$ cat config.mk
export PLATFORM = sky130hd
export DESIGN_NAME = axred_front
export DESIGN_NICKNAME = d
export VERILOG_FILES = /design/src/design/axred_pkg.sv /design/src/design/axred_front.sv
export SDC_FILE = /design/constraint.sdc
export NUM_CORES = 1
export LEC_CHECK = 0
export BUFFER_PORTS_ARGS = -buffer_cell sky130_fd_sc_hd__buf_2
export CORE_ASPECT_RATIO = 0.75
export CORE_MARGIN = 1.5
export CORE_UTILIZATION = 51
export DETAILED_ROUTE_END_ITERATION = 8
export PLACE_DENSITY = 0.91
export SYNTH_ARGS = -nofsm -noshare
export SYNTH_HDL_FRONTEND = slang
export SYNTH_SLANG_ARGS = --single-unit
$ cat constraint.sdc
create_clock -name clock -period 4.3 [get_ports clock]
set_clock_uncertainty 0.15 [all_clocks]
set_input_delay 0 -clock clock [delete_from_list [all_inputs] [get_ports clock]]
set_output_delay 0 -clock clock [all_outputs]
set_load 0.02 [all_outputs]
$ cat src/design/axred_pkg.sv
// axred_pkg: shared constants, csr indexes and the front-to-back command type
// for the tensor axis reduction core; no dependencies
`default_nettype none

package axred_pkg;

   localparam int DATA_WIDTH_DEF  = 32;
   localparam int INNER_MAX_DEF   = 1024;
   localparam int INDEX_WIDTH_DEF = 16;

   localparam int ELEM_W      = 32;
   localparam int RIDX_W      = 16;
   localparam int POS_W       = 16;
   localparam int MODE_W      = 2;
   localparam int ICNT_W      = 11;
   localparam int CSR_IDX_W   = 2;
   localparam int CSR_DATA_W  = 16;
   localparam int QUEUE_DEPTH = 4;

   typedef enum logic [CSR_IDX_W-1:0] {
      CSR_OP_MODE     = 2'd0,
      CSR_REDUCE_LEN  = 2'd1,
      CSR_INNER_COUNT = 2'd2
   } csr_index_type;

   localparam logic [MODE_W-1:0] MODE_SUM = 2'd0;

   typedef struct packed {
      logic              first;
      logic              last_red;
      logic              last_inner;
      logic [MODE_W-1:0] mode;
      logic [POS_W-1:0]  pos;
   } cmd_ctrl_type;

   localparam int CMD_CTRL_W = $bits(cmd_ctrl_type);

endpackage

`default_nettype wire

$ cat src/design/axred_front.sv
// axred_front: csr registers, position counters and classification of each
// element into a command; depends on axred_pkg
`default_nettype none

module axred_front
   import axred_pkg::*;
#(
   parameter int DATA_WIDTH = DATA_WIDTH_DEF,
   parameter int INNER_MAX  = INNER_MAX_DEF
) (
   input  wire logic                      clock,
   input  wire logic                      reset,
   input  wire logic                      csr_we,
   input  wire logic [CSR_IDX_W-1:0]      csr_index,
   input  wire logic [CSR_DATA_W-1:0]     csr_wdata,
   input  wire logic                      req_push,
   input  wire logic signed [ELEM_W-1:0]  req_element_value,
   output logic                           req_full,
   output logic                           cmd_push,
   output cmd_ctrl_type                   cmd_ctrl,
   output logic [DATA_WIDTH-1:0]          cmd_value,
   output logic [(INNER_MAX > 1 ? $clog2(INNER_MAX) : 1)-1:0] cmd_slot,
   input  wire logic                      cmd_full
);

   localparam int SLOT_W = (INNER_MAX > 1) ? $clog2(INNER_MAX) : 1;
   localparam int LIM_W  = $clog2(INNER_MAX + 1);
   localparam int CMP_W  = ((LIM_W > ICNT_W) ? LIM_W : ICNT_W) + 1;

   logic [MODE_W-1:0] op_mode_ff, op_mode_in;
   logic [POS_W-1:0]  reduce_len_ff, reduce_len_in;
   logic [ICNT_W-1:0] inner_count_ff, inner_count_in;
   logic [POS_W-1:0]  reduce_pos_ff, reduce_pos_in;
   logic [SLOT_W-1:0] inner_pos_ff, inner_pos_in;

   logic [POS_W-1:0]  len;
   logic [CMP_W-1:0]  cnt_raw, cnt;
   logic              last_red, last_inner, accept;

   assign req_full = cmd_full;
   assign accept   = req_push && !cmd_full;
   assign cmd_push = accept;

   assign len        = (reduce_len_ff == '0) ? POS_W'(1) : reduce_len_ff;
   assign last_red   = ({1'b0, reduce_pos_ff} + 1'b1) >= {1'b0, len};
   assign cnt_raw    = CMP_W'(inner_count_ff);
   assign cnt        = (cnt_raw == '0) ? CMP_W'(1)
                     : (cnt_raw > CMP_W'(INNER_MAX)) ? CMP_W'(INNER_MAX) : cnt_raw;
   assign last_inner = (CMP_W'(inner_pos_ff) + 1'b1) >= cnt;

   assign cmd_ctrl.first      = (reduce_pos_ff == '0);
   assign cmd_ctrl.last_red   = last_red;
   assign cmd_ctrl.last_inner = last_inner;
   assign cmd_ctrl.mode       = op_mode_ff;
   assign cmd_ctrl.pos        = reduce_pos_ff;
   assign cmd_value           = DATA_WIDTH'(req_element_value);
   assign cmd_slot            = inner_pos_ff;

   always_comb begin
      op_mode_in     = op_mode_ff;
      reduce_len_in  = reduce_len_ff;
      inner_count_in = inner_count_ff;
      if (csr_we) begin
         case (csr_index)
            CSR_OP_MODE:     op_mode_in     = csr_wdata[MODE_W-1:0];
            CSR_REDUCE_LEN:  reduce_len_in  = csr_wdata[POS_W-1:0];
            CSR_INNER_COUNT: inner_count_in = csr_wdata[ICNT_W-1:0];
            default: begin
            end
         endcase
      end
   end

   always_comb begin
      reduce_pos_in = reduce_pos_ff;
      inner_pos_in  = inner_pos_ff;
      if (accept) begin
         if (last_inner) begin
            inner_pos_in  = '0;
            reduce_pos_in = last_red ? '0 : reduce_pos_ff + 1'b1;
         end else begin
            inner_pos_in = inner_pos_ff + 1'b1;
         end
      end
   end

   always_ff @(posedge clock) begin
      if (reset) begin
         op_mode_ff     <= MODE_SUM;
         reduce_len_ff  <= POS_W'(1);
         inner_count_ff <= ICNT_W'(1);
         reduce_pos_ff  <= '0;
         inner_pos_ff   <= '0;
      end else begin
         op_mode_ff     <= op_mode_in;
         reduce_len_ff  <= reduce_len_in;
         inner_count_ff <= inner_count_in;
         reduce_pos_ff  <= reduce_pos_in;
         inner_pos_ff   <= inner_pos_in;
      end
   end

endmodule

`default_nettype wire

==> flow_summary.json, run 1 <==
{
  "viasPerCell": 5.970,
  "vias": 3606,
  "drive_above_1_share_pct": 14.62,
  "wl_per_cell_um": 16.24,
  "ys_ff_latch": 55,
  "final_cell_mix": "nand2_1, dfxtp_1, buf_2",
  "final_common_cell": "nand2_1",
  "dpl.hpwl_um": 6739,
  "wl_met1_um": 4037,
  "multi_input_area_sq_mm": 0.002088,
  "n_fill_cell": 557,
  "rsz0062_at_grt": "false",
  "die-width_um": 100.3,
  "grt_usage_pct": 25.80,
  "clock_latency_ns": 0.33,
  "synth_top_flop_cell": "dfxtp_1",
  "antenna_cells": 0,
  "grt_max_degree": 53,
  "power_leakage_uw": 0.001948,
  "synth_compound_area_share_pct": 14.99,
  "timing.fmax_mhz": 250.5,
  "firstDrtPassIters": 5,
  "synth_fp_nets": 543,
  "cts_root_buffer": "clkbuf_8",
  "design_area_sq_mm": 0.004298,
  "drtIter0Drc": 312,
  "cts_buffers": 5,
  "critPathKind": "reg -> out",
  "required_ns": 4.15,
  "tightest_slew_ns": 1.078,
  "ioPinCount": 120,
  "post_cts_buffers": 0,
  "synth_xor_area_share_pct": 5.318,
  "netlist_instances": 458,
  "synth_area_sq_mm": 0.003623,
  "htreeDepth": 2,
  "max_slew_margin_pct": 27.85,
  "antenna_found_initial": 0,
  "globalplace.congestion": 0.9132,
  "final.setup.tns_ns": 0,
  "drc": 0,
  "grt_pass1_wl_um": 15740,
  "start_kind": "flop",
  "nNetsFinal": 604,
  "cts_tree": "built",
  "r2r_cells": 13,
  "start_util_pct": 53.04,
  "critical_path.slowest_cell": "nor2b_1",
  "holdWs_ns": 0.02817,
  "top_layer_used": "met4",
  "synth_cell_type_count": 52,
  "wl_met2_um": 4696,
  "power_density_mw_per_mm2": 267.8,
  "grt_pass1_vias": 3361,
  "synthToLayoutAreaGrowth_pct": 18.61,
  "fp.coreArea_sq_mm": 0.006832,
  "synth_edf_count": 0,
  "yosysWarnings": 0,
  "overflow": 0,
  "synth-adder-area-share_pct": 10.36,
  "finalCritPeriodShare_pct": 92.83,
  "final_util_pct": 62.91,
  "synth_seq_area_share_pct": 30.39,
  "clk_pin_slew_worst_paths_ns": 0.11,
  "crit_path_end_kind": "output pin",
  "die_y_um": 76,
  "syn_avg_cell_area_sq_um": 7.912,
  "portBuffers": 55,
  "crit_chain": "ha_1 -> nand3_2 -> nor3_2 -> and4_1 -> xor2_1 -> ha_1 -> a21boi_1 -> o21bai_1 -> nand4_1 -> buf_4 -> nor2b_1 -> inv_1 -> buf_2",
  "dpl_cell_area_sq_mm": 0.003679,
  "die_area_sq_mm": 0.007625,
  "min_from": "req_push",
  "clockBufferDepth": 2,
  "synth_top_family_by_area": "simple AND/OR/NAND/NOR gates",
  "hold_class": "in -> reg",
  "finalSetupViolCount": 0,
  "seqCellArea_sq_mm": 0.001101,
  "r2r-end": "reduce_pos_ff[10]$_SDFFE_PP0P_",
  "hold_end": "cmd_slot[1]$_SDFFE_PP0P_",
  "arrival_ns": 3.84,
  "finalHoldViolCount": 0,
  "async_flop_share_pct": 0,
  "cp_max_fo": 11,
  "ant_nets": 0,
  "clock-sinks": 55,
  "cpPeakStageDelay_ns": 0.54,
  "row_count": 26,
  "period_needed_ns": 3.992,
  "routed_wl_um": 9807,
  "ir_drop_uv": 194.3,
  "rr_startpoint": "reduce_pos_ff[0]$_SDFFE_PP0P_",
  "crit_top_cell": "ha_1",
  "synth_mux_area_share_pct": 3.591,
  "maxCapViolCount": 0,
  "yosys.area_share.simple_pct": 23.38,
  "wl_met3_um": 904,
  "reg2reg_slack_ns": 0.34,
  "maxSlewViolCount": 0,
  "hold_depth": 4,
  "status": "complete, no violations"
}
==> repair_timing <==
item | CTS | global route
endpoints found under the setup margin | 0 | 0
hold buffers | 50 | 0
gates resized for setup | 0 | 0
hold endpoints to repair | 61 | 0
==> final cells by class <==
| class | count | share of cell area (%) |
|---|---|---|
| Inverter | 25 | 2.183 |
| Multi-Input combinational cell | 325 | 48.59 |
| Tap cell | 84 | 2.445 |
| Clock buffer | 5 | 1.601 |
| Timing Repair Buffer | 107 | 18.40 |
| Clock inverter | 3 | 1.164 |
| Sequential cell | 55 | 25.62 |
==> cells in the mapped netlist (all sizes together), types with 3 or more instances <==
master / number / share of area (%)
a21oi: 39 / 5.4
ha: 30 / 10
inv: 24 / 2.5
nand2: 72 / 7.5
and3: 5 / 0.86
nand4: 6 / 1.2
o22ai: 4 / 0.69
nand3: 24 / 3.5
nor2: 32 / 3.8
clkbuf: 9 / 0.93
nor3b: 3 / 0.76
a21o: 7 / 1.5
mux2i: 13 / 3.6
buf: 44 / 8.5
xnor2: 17 / 4.1
and4: 3 / 0.73
nor2b: 4 / 0.69
nor3: 6 / 1.1
xor2: 5 / 1.2
nor4: 8 / 1.4
nand3b: 4 / 0.83
dfxtp: 55 / 30
a22o: 8 / 1.9
o21ai: 13 / 1.8
==> critical path, delay by kind of cell (launching register included) <==
family / cells / cell delay [ns]
simple gates: 5 / 1.48
fa+ha+maj: 2 / 0.60
flops: 1 / 0.50
buf+inv: 3 / 0.43
compound gates: 2 / 0.27
xor+xnor: 1 / 0.23
==> metal layers <==
metal	vias up	global-route usage [%]
met2	238	42.93
met1	1678	34.44
met4	0	7.887
met5	-	0
met3	21	3.945
li1	1669	-
==> through the flow <==
step,setup WS [ns],total power (uW),std cells
2_1_floorplan,1.057,717.9,458
3_3_place_gp,0.5704,715.4,546
3_5_place_dp,0.4752,722.6,546
4_1_cts,0.4116,1147,604
5_1_grt,0.1263,1193,604
6_report,0.3084,1151,604
==> worst max path at each step <==
stage	from	slack [ns]	end	cells past startpoint
floorplan	reduce_pos_ff[0]$_SDFFE_PP0P_	1.06	reduce_pos_ff[11]$_SDFFE_PP0P_	14
global placement	reduce_pos_ff[0]$_SDFFE_PP0P_	0.57	reduce_pos_ff[0]$_SDFFE_PP0P_	14
detailed placement	reduce_pos_ff[0]$_SDFFE_PP0P_	0.48	reduce_pos_ff[10]$_SDFFE_PP0P_	13
CTS	reduce_pos_ff[0]$_SDFFE_PP0P_	0.41	cmd_ctrl[19]	14
global route	reduce_pos_ff[0]$_SDFFE_PP0P_	0.13	cmd_ctrl[19]	14
finish	reduce_pos_ff[0]$_SDFFE_PP0P_	0.31	cmd_ctrl[19]	13
==> cells by family (layout without fill, tap and decap cells) <==
family,Yosys count,in the layout
AND/OR/NAND/NOR,173,173
buffers and inverters,78,140
flip-flops,55,55
multiplexers,13,13
adder cells (fa/ha/maj),30,30
AO/OA/AOI/OAI,87,87
XOR/XNOR,22,22
==> power by group <==
| part | internal (uW) | switching (uW) | total, uW |
|---|---|---|---|
| registers | 521 | 11.9 | 532 |
| logic | 97.4 | 146 | 243 |
| clock network | 180 | 196 | 376 |
==> state kept, by name, indices dropped and copies added (netlist names) <==
name / count
cmd_slot: 10
reduce_pos_ff: 16
reduce_len_ff: 16
inner_count_ff: 11
op_mode_ff: 2
Note: power is estimated with default switching activity, not from simulation.
==> run 2, diff against run 1 <==
--- a/config.mk
+++ b/config.mk
@@ -11,6 +11,7 @@
 export CORE_UTILIZATION = 51
 export DETAILED_ROUTE_END_ITERATION = 8
 export PLACE_DENSITY = 0.91
+export SLEW_MARGIN = 15
 export SYNTH_ARGS = -nofsm -noshare
 export SYNTH_HDL_FRONTEND = slang
 export SYNTH_SLANG_ARGS = --single-unit
==> constraint.sdc (replaced) <==
create_clock -name clock -period 4.3 [get_ports clock]
set_clock_uncertainty 0.15 [all_clocks]
set_input_delay 0.645 -clock clock [delete_from_list [all_inputs] [get_ports clock]]
set_output_delay 0.645 -clock clock [all_outputs]
set_load 0.02 [all_outputs]
==> run 2 against run 1 <==
  * Sequential power barely moved
  * Largest power group unchanged
  * Sequential share of layout area increased by 3.4 points
  * Register-to-register slack improved by 0.33 ns
  * Power is 9.7% lower
  * Maximum frequency shrank 1.1%
  * Cell area fell by 11%
  * Critical path depth unchanged
  * Routed wire length shrank 11%
  * First-iteration DRC count down 34%
  * Largest cell class unchanged
  * Non-clock buffer count fell by 48
==> flow_summary.json, run 2 (synthesis results as in run 1) <==
{
  "power_leakage_uw": 0.001773,
  "n_fill_cell": 588,
  "dp_slack_ns": 0.5318,
  "row_count": 26,
  "ir_drop_uv": 174.9,
  "swShare_pct": 30.19,
  "crit_path_end_kind": "output pin",
  "clkPwrFrac_pct": 30.9,
  "status": "complete, no violations",
  "clock-sinks": 55,
  "die_y_um": 76,
  "grt_max_degree": 53,
  "wl_per_cell_um": 15.71,
  "die_area_sq_mm": 0.007625,
  "ioPinCount": 120,
  "finalHoldViolCount": 0,
  "final_cell_mix": "nand2_1, buf_2, dfxtp_1",
  "synthToLayoutAreaGrowth_pct": 5.249,
  "finalSetupViolCount": 0,
  "cts_buffers": 5,
  "htreeDepth": 2,
  "arrival_ns": 3.24,
  "antenna_found_initial": 0,
  "fp.coreArea_sq_mm": 0.006832,
  "final.setup.tns_ns": 0,
  "clk_pin_slew_worst_paths_ns": 0.11,
  "grt_pass1_vias": 3101,
  "grt_usage_pct": 23.09,
  "timing.fmax_mhz": 247.9,
  "antenna_cells": 0,
  "vias": 3297,
  "viasPerCell": 5.930,
  "clockBufferDepth": 2,
  "drc": 0,
  "routed_wl_um": 8736,
  "sequentialPowerShare_pct": 51.1,
  "ant_nets": 0,
  "setup_ws_ns": 0.2660,
  "drive_above_1_share_pct": 17.58,
  "start_kind": "flop",
  "p_sw_uw": 313.9,
  "dpl.hpwl_um": 6495,
  "die-width_um": 100.3,
  "cts_root_buffer": "clkbuf_8",
  "clock_latency_ns": 0.32,
  "dp.cells": 547,
  "nNetsFinal": 556,
  "intPower_uw": 725.9,
  "tightest_slew_ns": 1.037,
  "hold_class": "reg -> reg",
  "power_density_mw_per_mm2": 272.6,
  "maxCapViolCount": 0,
  "required_ns": 3.50,
  "portBuffers": 55,
  "finalCritPeriodShare_pct": 93.81,
  "globalplace.congestion": 0.9183,
  "drtIter0Drc": 207,
  "reg.largest.list": "reduce_len_ff: 16 flops, reduce_pos_ff: 16 flops, inner_count_ff: 11 flops",
  "critPathKind": "reg -> out",
  "firstDrtPassIters": 4,
  "grt_pass1_wl_um": 14320,
  "max_slew_margin_pct": 30.63,
  "cts_tree": "built",
  "holdWs_ns": 0.3326,
  "cp_max_fo": 11,
  "start_util_pct": 53.04,
  "final_common_cell": "nand2_1",
  "combPwrFrac_pct": 17.9,
  "overflow": 0,
  "period_needed_ns": 4.034,
  "stdcell_count": 556,
  "maxSlewViolCount": 0
}
==> run 2: changes by cell type in the layout (fill, tap and decap cells not counted), moves of 2 or more <==
cell,change
buf_4,+2
dfxtp_1,-4
dfxtp_2,+4
dlygate4sd3_1,-50
nor3_2,-2
nor3_4,+2
==> run 2: per-layer routing <==
layer / share of wire [%] / vias up / track usage (%)
met5: 0 / - / 0
met4: 2.0 / 0 / 9.296
met3: 6.6 / 28 / 4.587
met2: 45 / 118 / 35.44
met1: 47 / 1568 / 31.77
li1: - / 1583 / -
==> run 2: worst paths after layout <==
path / cells past startpoint / slack (ns) / startpoint / end
worst min-delay path: 2 / 0.33 / reduce_len_ff[7]$_SDFFE_PP0P_ / reduce_len_ff[7]$_SDFFE_PP0P_
worst max register to register: 15 / 0.67 / cmd_slot[0]$_SDFFE_PP0P_ / reduce_pos_ff[2]$_SDFFE_PP0P_
worst min register to register: 2 / 0.33 / reduce_len_ff[7]$_SDFFE_PP0P_ / reduce_len_ff[7]$_SDFFE_PP0P_
worst max-delay path: 13 / 0.27 / reduce_pos_ff[5]$_SDFFE_PP0P_ / cmd_ctrl[19]
==> run 2: critical path, cell delays in order, from the launching register on <==
cell     delay, ns
dfxtp_1       0.49
nand4_2       0.24
nor3_4        0.34
nand3_1       0.18
xnor2_1       0.17
ha_1          0.34
nand4_1       0.14
nor4_1        0.31
o21ai_1       0.13
nand4_1       0.11
buf_4         0.18
nor2b_1       0.07
inv_1         0.06
buf_2         0.15
==> run 2: power by group through the flow <==
stage	registers, uW	clock network, uW	logic (uW)
after floorplan	543	0	175
after global placement	542	0	176
after detailed placement	543	0	182
after CTS	531	323	183
after global routing	534	343	205
final	532	322	186
==> run 2: timing repair <==
item,in CTS,in global routing
buffers inserted,0,1
gates resized for setup,0,7
setup endpoints to repair,0,1
hold buffers,0,0
==> run 2: cell type report <==
class / count / area, sq um / share of cell area (%)
clock buffers: 6 / 82.58 / 2.165
clock inverters: 2 / 17.52 / 0.4593
inverters: 25 / 93.84 / 2.461
multi-input cells: 325 / 2103 / 55.15
flip-flops and latches: 55 / 1106 / 29.00
well taps: 84 / 105.1 / 2.756
repair buffers: 59 / 305.3 / 8.005
==> run 2: through the flow <==
| step | utilization, % | total power, uW | area [sq um] |
|---|---|---|---|
| floorplan | - | 717.9 | 3623 |
| global placement | 53.96 | 717.5 | 3686 |
| detailed placement | 53.96 | 724.8 | 3686 |
| CTS | 55.42 | 1037 | 3786 |
| global route | 55.82 | 1082 | 3814 |
| finish | 55.82 | 1040 | 3814 |
