`src/design/axred_fifo.sv`:
```
// axred_fifo: small register-based queue with push/full and pop/empty sides
// no dependencies
`default_nettype none

module axred_fifo #(
   parameter int WIDTH = 8,
   parameter int DEPTH = 4
) (
   input  wire logic             clock,
   input  wire logic             reset,
   input  wire logic             push,
   input  wire logic [WIDTH-1:0] wdata,
   output logic                  full,
   input  wire logic             pop,
   output logic      [WIDTH-1:0] rdata,
   output logic                  empty
);

   localparam int PW = (DEPTH > 1) ? $clog2(DEPTH) : 1;
   localparam int CW = $clog2(DEPTH + 1);

   logic [WIDTH-1:0] mem_ff [DEPTH];
   logic [PW-1:0]    wr_ptr_ff, wr_ptr_in;
   logic [PW-1:0]    rd_ptr_ff, rd_ptr_in;
   logic [CW-1:0]    count_ff, count_in;
   logic             do_push, do_pop;

   assign full    = (count_ff == CW'(DEPTH));
   assign empty   = (count_ff == '0);
   assign do_push = push && !full;
   assign do_pop  = pop && !empty;
   assign rdata   = mem_ff[rd_ptr_ff];

   always_comb begin
      wr_ptr_in = wr_ptr_ff;
      rd_ptr_in = rd_ptr_ff;
      count_in  = count_ff;
      if (do_push) begin
         wr_ptr_in = (wr_ptr_ff == PW'(DEPTH - 1)) ? '0 : wr_ptr_ff + 1'b1;
      end
      if (do_pop) begin
         rd_ptr_in = (rd_ptr_ff == PW'(DEPTH - 1)) ? '0 : rd_ptr_ff + 1'b1;
      end
      if (do_push && !do_pop) begin
         count_in = count_ff + 1'b1;
      end else if (do_pop && !do_push) begin
         count_in = count_ff - 1'b1;
      end
   end

   always_ff @(posedge clock) begin
      if (reset) begin
         wr_ptr_ff <= '0;
         rd_ptr_ff <= '0;
         count_ff  <= '0;
      end else begin
         wr_ptr_ff <= wr_ptr_in;
         rd_ptr_ff <= rd_ptr_in;
         count_ff  <= count_in;
      end
   end

   always_ff @(posedge clock) begin
      if (do_push) begin
         mem_ff[wr_ptr_ff] <= wdata;
      end
   end

endmodule

`default_nettype wire

```
`config.mk`:
```
export PLATFORM = sky130hd
export DESIGN_NAME = axred_fifo
export DESIGN_NICKNAME = d
export VERILOG_FILES = /design/src/design/axred_fifo.sv
export SDC_FILE = /design/constraint.sdc
export NUM_CORES = 1
export LEC_CHECK = 0
export BUFFER_PORTS_ARGS = -buffer_cell sky130_fd_sc_hd__buf_2
export CORE_AREA = 4 4 70 72
export CTS_BUF_LIST = sky130_fd_sc_hd__clkbuf_8 sky130_fd_sc_hd__clkbuf_16
export DETAILED_ROUTE_END_ITERATION = 16
export DIE_AREA = 0 0 74 76
export PLACE_DENSITY_LB_ADDON = 0.05
export SLEW_MARGIN = 20
export SYNTH_ARGS = -nofsm -noshare
export SYNTH_HDL_FRONTEND = slang
export SYNTH_SLANG_ARGS = --single-unit
```
`constraint.sdc`:
```
create_clock -name clock -period 3.14 [get_ports clock]
set_input_delay 0.471 -clock clock [delete_from_list [all_inputs] [get_ports clock]]
set_output_delay 0.471 -clock clock [all_outputs]
set_load 0.05 [all_outputs]
```
==> metrics.yaml, run 1 <==
setup_viol: 0
n_antenna_cell: 0
cts_tree: "done"
crit_fanout: 7
fillCellCount: 400
fin_worst_skew_ps: 6.018
area_delta_synth_final_pct: 16.43
clk_pin_slew_ps: 80
cts_root_buffer: "clkbuf_8"
wire_per_inst_um: 15.09
internal_power_uw: 1090
vdd_drop_max_uv: 355.6
synth_warnings: 0
cts.path.max_buffers: 2
routed_via_density: 4.941
leakage_uw: 0.0007104
fin_crit_sh_pct: 74.49
synth_fp_nets: 111
cts_setup_buffers: 0
p_per_area_mw_per_mm2: 862.4
syn_avg_cell_area_sq_um: 17.88
status: "completed"
critPathArrivalTime_ps: 2560
final_max_slew_viol_count: 0
ys.flop_type: "edfxtp_1"
grt_max_degree: 14
hpwl_um: 1779
multi_input_area_sq_um: 456.7
drive_gt1_share_pct: 39.32
antenna_found_initial: 0
final_nets: 135
place_ws_ps: 791.3
first_iter_violations: 50
synth_cell_types: 26
whs_ps: 394.9
setup-tns-final_ps: 0
gr-total-overflow: 0
p_comb_share_pct: 30.4
synth_edf_count: 32
pwr-share-seq_pct: 44.1
cts-htree-levels: 2
insertion_delay_ps: 290
min_period_ps: 2339
place_congestion: 0.8150
drc: 0
maxCapViolations: 0
ctsHoldBuffers: 0
ant_nets: 0
grt_usage_pct: 10.07
fmax_mhz: 427.5
synthArstFlopShare_pct: 0
rsz0062_at_grt: "no"
grt_pass1_wl_um: 4084
syn-cell-area_sq_mm: 0.001645
totalWireLength_um: 2551
mostFrequentLayoutCell: "edfxtp_1"
die_w_um: 74
initial_utilization_pct: 38.32
required_ps: 3370
vias: 835
cts_buffers: 5
power.clock.fraction_pct: 25.5
power.switching_uw: 562.5
fp.dieH_um: 76
grt_pass1_vias: 867
tightest_slew_ps: 579.8
portBuffers: 21
post-route-util_pct: 44.61
synth_seq_cells: 41
core_area_sq_mm: 0.004294
cts.sinks: 41
rows: 24
syn_inst: 92
hold_path_class: "input pin to flop"
die-area_sq_mm: 0.005624
slew_headroom_pct: 61.29
start_kind: "flop"
hold_viol: 0
crit_type: "flop to flop"
postCtsResizedCells: 0
switching_share_pct: 34.05
critPathCaptureType: "flop"
io_pins: 22
yosysSeqAreaShare_pct: 69.35
final_cell_mix: "32 x edfxtp_1, 21 x buf_2, 9 x dfxtp_1"
dr.pass1.iters: 4
regArea_sq_mm: 0.001141
fin_ws_ps: 800.9
power groups by stage:
stage	clock (uW)	combinational (uW)	sequential, uW
2_1_floorplan	0	445	703
3_3_place_gp	0	506	740
3_5_place_dp	0	510	744
4_1_cts	437	510	732
5_1_grt	461	538	744
6_report	421	502	728
layer usage:
metal	global-route usage, %	share of wire, %
met2	16.05	51
met3	4.090	5.1
met4	4.348	2.0
met5	0	0
met1	11.74	42
layout make-up:
type / instances / area share, %
repair buffers: 21 / 5.487
well taps: 52 / 3.396
flip-flops and latches: 41 / 59.57
clock buffers: 7 / 6.205
multi-input cells: 42 / 23.84
clock inverters: 1 / 0.2613
inverters: 5 / 1.241
worst paths after layout:
kind                              from                   endpoint  slack [ps]  cells past startpoint
max reg2reg   count_ff[0]$_SDFFE_PP0P_   count_ff[2]$_SDFFE_PP0P_         800                      9
max           count_ff[0]$_SDFFE_PP0P_   count_ff[2]$_SDFFE_PP0P_         800                      9
min reg2reg  rd_ptr_ff[0]$_SDFFE_PP0P_  rd_ptr_ff[0]$_SDFFE_PP0P_         500                      2
min                           wdata[1]     mem_ff[0][1]$_DFFE_PP_         390                      1
worst max-delay path, cell delays in order (launching register included):
cell and delay [ps]:
dfxtp_1 450, or3b_1 300, clkinv_4 80, nor2_2 120, ha_1 200, inv_1 60, fa_1 370, xor2_1 150
or3_2 400, a21oi_1 140
stage by stage:
stage,instance area [sq um],total power (uW),instances
6_report,1916,1652,169
5_1_grt,1916,1742,169
4_1_cts,1916,1679,169
3_5_place_dp,1792,1254,161
3_3_place_gp,1792,1246,161
2_1_floorplan,1645,1148,92
Yosys cell counts (2+ instances only):
cell / number / share of area (%)
a21oi_1: 3 / 0.91
and3_2: 4 / 1.8
dfxtp_1: 9 / 11
edfxtp_1: 32 / 58
ha_1: 6 / 4.6
inv_1: 4 / 0.91
mux2i_1: 2 / 1.2
mux4_2: 8 / 11
nand3_1: 2 / 0.61
nor2_1: 3 / 0.68
nor3_1: 2 / 0.61
o31ai_2: 2 / 1.5
xor2_1: 2 / 1.1
logic make-up (layout without fill, tap and decap cells):
family,after synthesis,in the layout,share of synthesized area [%]
mux,10,10,12.17
buf+inv,9,34,2.889
flops,41,41,69.35
xor+xnor,2,2,1.065
simple gates,16,16,5.704
compound gates,7,7,3.041
fa+ha+maj,7,7,5.779
registers in the layout, indices dropped and copies added (netlist names), named ones only:
register   flops
wr_ptr_ff      2
count_ff       3
rd_ptr_ff      2
mem_ff        32
(Power assumes the default switching activity.)
==> run 2, diff against run 1 <==
- ABC_AREA: not set -> 1
- CORE_AREA: 4 4 70 72 -> 4 4 71 73
- DIE_AREA: 0 0 74 76 -> 0 0 75 77
- clock period: 3.14 -> 2.2 ns (I/O delays scaled with it)
==> run 2 against run 1 <==
Net effect:
- synthesized area increased by 3.1%
- die area grew 2.7%
- utilization is 1.1 points higher
- clock power grew 38%
- wire length rose by 19%
- sequential power grew 44%
- non-clock buffer count rose by 5
- combinational power rose by 110%
- critical path type is now flop to primary output
==> metrics.yaml, run 2 <==
wl_met1_um: 1262  # +18%
crit_chain: "inv_1, o21ai_0, o22ai_1, buf_2"
gr-total-overflow: 0  # unchanged
cts_root_buffer: "clkbuf_8"
final_max_slew_viol_count: 0  # unchanged
final_cell_mix: "33 x nor2_1, 32 x edfxtp_1, 21 x buf_2"
top_register: "mem_ff"
largest_reg_flops: 32  # unchanged
critPathCaptureType: "primary output"
reg_top3: "mem_ff x32, count_ff x3"
pwr-share-seq_pct: 39.3  # -4.8 points
ant_nets: 0  # unchanged
place_congestion: 0.7537  # -7.5%
wire_per_inst_um: 13.19  # -13%
synth_fp_nets: 166  # +50%
cts-htree-levels: 2  # unchanged
cts_buffers: 5  # unchanged
clk_pin_slew_ps: 70  # about the same
power.clock.fraction_pct: 21.7  # -3.8 points
first_iter_violations: 57  # +14%
synth_warnings: 0  # unchanged
setup-tns-final_ps: 0  # unchanged
yosysSeqAreaShare_pct: 67.26  # -2.1 points
antenna_found_initial: 0  # unchanged
n_antenna_cell: 0  # unchanged
cts_setup_buffers: 0  # unchanged
fp.dieH_um: 77  # +1.3%
ctsHoldBuffers: 0  # unchanged
power.switching_uw: 1093  # +94%
tightest_slew_ps: 383.7  # -196.1 ps
min_period_ps: 1936
crit_fanout: 9  # +2
critPathArrivalTime_ps: 1610  # -950 ps
vias: 1091  # +31%
synth_common_cells: "33 x nor2_1, 32 x edfxtp_1, 17 x inv_1"
grt_max_degree: 17  # +3
wl_met3_um: 145  # +11%
area_delta_synth_final_pct: 17.40
cp_slowest_cell: "dfxtp_1"
syn_avg_cell_area_sq_um: 11.54  # -35%
crit_type: "flop to primary output"
synth_seq_cells: 41  # unchanged
syn_inst: 147  # +60%
totalWireLength_um: 3047  # +19%
hold_viol: 0  # unchanged
maxCapViolations: 0  # unchanged
yosysTopAreaCell: "edfxtp_1"
drc: 0  # unchanged
io_pins: 22  # unchanged
internal_power_uw: 1575  # +45%
cts_tree: "done"
setup_viol: 0  # unchanged
fmax_mhz: 516.5
postCtsResizedCells: 0  # unchanged
grt_pass1_wl_um: 4988  # +22%
route.met2.wl_um: 1587  # +22%
leakage_uw: 0.0008105  # +14%
drive_gt1_share_pct: 21.23  # -18 points
reg2reg_slack_ps: 340  # -460 ps
rows: 24  # unchanged
routed.top_layer: "met4"
syn-cell-area_sq_mm: 0.001697  # +3.1%
initial_utilization_pct: 38.97  # +0.65 points
final_nets: 197  # +46%
core_area_sq_mm: 0.004354  # +1.4%
cts.sinks: 41  # unchanged
slew_headroom_pct: 74.38  # +13 points
p_per_area_mw_per_mm2: 1339  # +55%
p_comb_share_pct: 39.0  # +8.6 points
synth_edf_count: 32  # unchanged
grt_usage_pct: 11.81  # +1.7 points
fin_crit_sh_pct: 88.01
ys.flop_type: "edfxtp_1"
portBuffers: 21  # unchanged
grt_pass1_vias: 1087  # +25%
fin_worst_skew_ps: 4.045  # -1.973 ps
routed_via_density: 4.723  # -4.4%
synth_top_area_share_pct: 56.64  # -1.8 points
cts.path.max_buffers: 2  # unchanged
start_kind: "flop"
vdd_drop_max_uv: 576.8  # +62%
synth_cell_types: 19  # -27%
insertion_delay_ps: 290  # about the same
hpwl_um: 2123  # +19%
synthArstFlopShare_pct: 0  # unchanged
status: "completed"
dr.pass1.iters: 4  # unchanged
die-area_sq_mm: 0.005775  # +2.7%
required_ps: 1870  # -1500 ps
synth.area.top_cells: "edfxtp_1 57%, dfxtp_1 11%, nor2_1 7.3%, ha_1 4.4%, o21ai_0 3.8%"
yosysMostFrequentCell: "nor2_1"
switching_share_pct: 40.97  # +6.9 points
hold_path_class: "input pin to flop"
rsz0062_at_grt: "no"
die_w_um: 75  # +1.4%
mostFrequentLayoutCell: "nor2_1"
critical-path-max-stage-delay_ps: 430  # -20 ps
p_total_uw: 2668  # +61%
## run 2: cell count changes after synthesis, sizes merged, moves of 4 or more
cell,before,now
and3,4,0
nand2,1,14
mux4,8,0
o22ai,0,8
inv,4,18
o21ai,2,17
nor2,4,33
## run 2: area by class of cell
class / instances / area, sq um
fillers: 418 / 2362
flip-flops and latches: 41 / 1141
multi-input cells: 86 / 465.4
repair buffers: 26 / 142.6
clock buffers: 5 / 68.82
inverters: 18 / 67.56
well taps: 52 / 65.06
clock inverters: 3 / 41.29
## run 2: layer usage
layer | up-vias | GRT usage (%)
met4 | 0 | 5.872
met5 | - | 0
met2 | 20 | 20.03
met3 | 5 | 2.876
li1 | 561 | -
met1 | 505 | 13.41
## run 2: logic make-up after synthesis
family | synth area share (%)
simple gates | 12.09
flops | 67.26
compound gates | 9.218
buf+inv | 5.309
fa+ha+maj | 5.605
xor+xnor | 0.5163
## run 2: power groups by stage
stage | Clock, uW | Combinational, uW | Sequential (uW)
5_1_grt | 641 | 1140 | 1070
2_1_floorplan | 0 | 832 | 1040
3_3_place_gp | 0 | 1040 | 1060
3_5_place_dp | 0 | 1050 | 1060
6_report | 580 | 1040 | 1050
4_1_cts | 602 | 1060 | 1050
## run 2: path summary, 6_finish.rpt
path / startpoint / end / cells past startpoint
max: flop / rdata[4] / 4
min: reset / count_ff[0]$_SDFFE_PP0P_ / 2
max reg2reg: count_ff[1]$_SDFFE_PP0P_ / count_ff[1]$_SDFFE_PP0P_ / 9
min reg2reg: rd_ptr_ff[1]$_SDFFE_PP0P_ / rd_ptr_ff[1]$_SDFFE_PP0P_ / 2
## run 2: critical path: cells and delay by family (launching register included)
kind                   cells  cell delay (ps)
flip-flops                 1              430
AO/OA/AOI/OAI              2              300
buffers and inverters      2              590
## run 2: through the flow
step	worst slack [ps]	util, %	area, sq um	instances	hold WS [ps]
global placement	409.6	43.22	1882	223	503.3
global route	117.2	45.75	1992	231	184.4
CTS	211.2	45.75	1992	231	190.0
floorplan	464.0	-	1697	147	402.4
finish	263.8	45.75	1992	231	201.3
detailed placement	365.5	43.22	1882	223	505.1
==> run 3, diff against run 2 <==
--- a/config.mk
+++ b/config.mk
@@ -8,4 +8,5 @@
 export ABC_AREA = 1
 export BUFFER_PORTS_ARGS = -buffer_cell sky130_fd_sc_hd__buf_2
+export CAP_MARGIN = 20
 export CORE_AREA = 4 4 71 73
 export CTS_BUF_LIST = sky130_fd_sc_hd__clkbuf_8 sky130_fd_sc_hd__clkbuf_16
@@ -13,4 +14,5 @@
 export DIE_AREA = 0 0 75 77
 export PLACE_DENSITY_LB_ADDON = 0.05
+export RECOVER_POWER = 50
 export SLEW_MARGIN = 20
 export SYNTH_ARGS = -nofsm -noshare
==> constraint.sdc (replaced) <==
create_clock -name clock -period 2.2 [get_ports clock]
set_input_delay 0.44 -clock clock [delete_from_list [all_inputs] [get_ports clock]]
set_output_delay 0.44 -clock clock [all_outputs]
set_load 0.05 [all_outputs]
==> run 3 against run 2 <==
Net effect:
- die area unchanged
- setup slack worse by 150 ps
- sequential power hardly changed
- sequential cell count did not move
- sequential share of layout area rose by 0.88 points
- clock power decreased by 12%
- cell area shrank 1.5%
- global-route usage increased by 0.056 points
- combinational power barely moved
- cell count is the same
- critical path type unchanged
- critical endpoint unchanged
- largest cell class unchanged
==> metrics.yaml, run 3 (same netlist as run 2, synthesis figures left out) <==
final_nets: 197  # unchanged
ctsHoldBuffers: 0  # unchanged
critical-path-max-stage-delay_ps: 440  # about the same
critPathArrivalTime_ps: 1650  # +40 ps
first_iter_violations: 43  # -25%
min_period_ps: 2087  # +150.5 ps
hpwl_um: 2238  # +5.4%
portBuffers: 21  # unchanged
worstRegToRegCells: 13  # +4
gr-total-overflow: 0  # unchanged
cts-htree-levels: 2  # unchanged
slew_headroom_pct: 64.42  # -10 points
fin_worst_skew_ps: 6.517  # +2.473 ps
regToRegEndpoint: "count_ff[2]$_SDFFE_PP0P_"
crit_fanout: 9  # unchanged
p_total_uw: 2599  # -2.6%
die-area_sq_mm: 0.005775  # unchanged
cp_slowest_cell: "dfxtp_1"
whs_ps: 304.3  # +103.0 ps
postCtsResizedCells: 0  # unchanged
rsz0062_at_grt: "no"
drive_gt1_share_pct: 16.20  # -5.0 points
top_register: "mem_ff"
totalWireLength_um: 3170  # +4.0%
multi_input_area_sq_um: 462.9  # -0.54%
cts.path.max_buffers: 2  # unchanged
p_per_area_mw_per_mm2: 1325  # -1.1%
cts.sinks: 41  # unchanged
insertion_delay_ps: 290  # about the same
tightest_slew_ps: 533.7  # +150.0 ps
final_cell_mix: "33 x nor2_1, 32 x edfxtp_1, 17 x inv_1"
cts_setup_buffers: 0  # unchanged
reg2reg_slack_ps: 310  # -30 ps
mostFrequentLayoutCell: "nor2_1"
rows: 24  # unchanged
reg_top3: "mem_ff x32, count_ff x3"
ant_nets: 0  # unchanged
fin_crit_sh_pct: 94.85  # +6.8 points
fp.dieH_um: 77  # unchanged
critPathCaptureType: "primary output"
grt_max_degree: 17  # unchanged
vias: 1118  # +2.5%
status: "completed"
core_area_sq_mm: 0.004354  # unchanged
vdd_drop_max_uv: 477.8  # -17%
maxCapViolations: 0  # unchanged
io_pins: 22  # unchanged
endpoint: "rdata[4]"
fmax_mhz: 479.2  # -7.2%
cts_buffers: 5  # unchanged
n_antenna_cell: 0  # unchanged
grt_pass1_vias: 1093  # +0.55%
grt_usage_pct: 11.87  # +0.056 points
start_kind: "flop"
cts_tree: "done"
regArea_sq_mm: 0.001141  # unchanged
largest_reg_flops: 32  # unchanged
crit_type: "flop to primary output"
drc: 0  # unchanged
place_congestion: 0.7792  # +3.4%
clk_pin_slew_ps: 80  # about the same
hold_path_class: "input pin to flop"
leakage_uw: 0.0007837  # -3.3%
fillCellCount: 425  # +1.7%
dr.pass1.iters: 4  # unchanged
initial_utilization_pct: 38.97  # unchanged
wire_per_inst_um: 13.72  # +4.0%
antenna_found_initial: 0  # unchanged
setup_viol: 0  # unchanged
hold_viol: 0  # unchanged
final_max_slew_viol_count: 0  # unchanged
area_delta_synth_final_pct: 15.63
die_w_um: 75  # unchanged
setup-tns-final_ps: 0  # unchanged
required_ps: 1760  # -110 ps
grt_pass1_wl_um: 4961  # -0.54%
rr_startpoint: "count_ff[0]$_SDFFE_PP0P_"
cts_root_buffer: "clkbuf_8"
routed_via_density: 4.840  # +2.5%
crit_chain: "inv_1, o21ai_0, o22ai_1, buf_2"
## run 3: layer usage
layer | GRT usage [%] | vias up | share of wire, %
li1 | - | 562 | -
met1 | 12.92 | 527 | 42
met5 | 0 | - | 0
met4 | 6.406 | 0 | 2.3
met2 | 19.77 | 24 | 51
met3 | 3.922 | 5 | 4.8
## run 3: where the power goes
group	leakage, uW	internal [uW]	total (uW)	switching, uW
clock	0.0000512	254	508	254
combinational	0.000365	279	1040	765
sequential	0.000368	960	1050	87.8
## run 3: area by class of cell
class / instances / share of cell area (%)
clock buffer: 6 / 4.209
tap: 52 / 3.316
timing repair buffer: 26 / 6.569
clock inverter: 2 / 0.7015
multi-input combinational: 86 / 23.60
sequential: 41 / 58.16
inverter: 18 / 3.444
## run 3: stage by stage
stage          util (%)  setup WS, ps  area, sq um  cells
3_3_place_gp      43.22         417.4         1882    223
5_1_grt           45.06         50.30         1962    231
2_1_floorplan         -         354.0         1697    147
6_report          45.06         113.3         1962    231
3_5_place_dp      43.22         359.9         1882    223
4_1_cts           45.43         84.14         1978    231
## run 3: how the worst min path moves through the flow
stage | from | end | cells after the start
finish | reset | count_ff[0]$_SDFFE_PP0P_ | 2
global route | reset | count_ff[0]$_SDFFE_PP0P_ | 2
CTS | reset | count_ff[0]$_SDFFE_PP0P_ | 2
detailed placement | count_ff[1]$_SDFFE_PP0P_ | count_ff[1]$_SDFFE_PP0P_ | 2
global placement | count_ff[1]$_SDFFE_PP0P_ | count_ff[1]$_SDFFE_PP0P_ | 2
floorplan | rd_ptr_ff[1]$_SDFFE_PP0P_ | flop | 2
## run 3: critical path: cells and delay by family (launching register included)
| kind | cells | cell delay, ps |
|---|---|---|
| buffers and inverters | 2 | 600 |
| flip-flops | 1 | 440 |
| AO/OA/AOI/OAI | 2 | 300 |
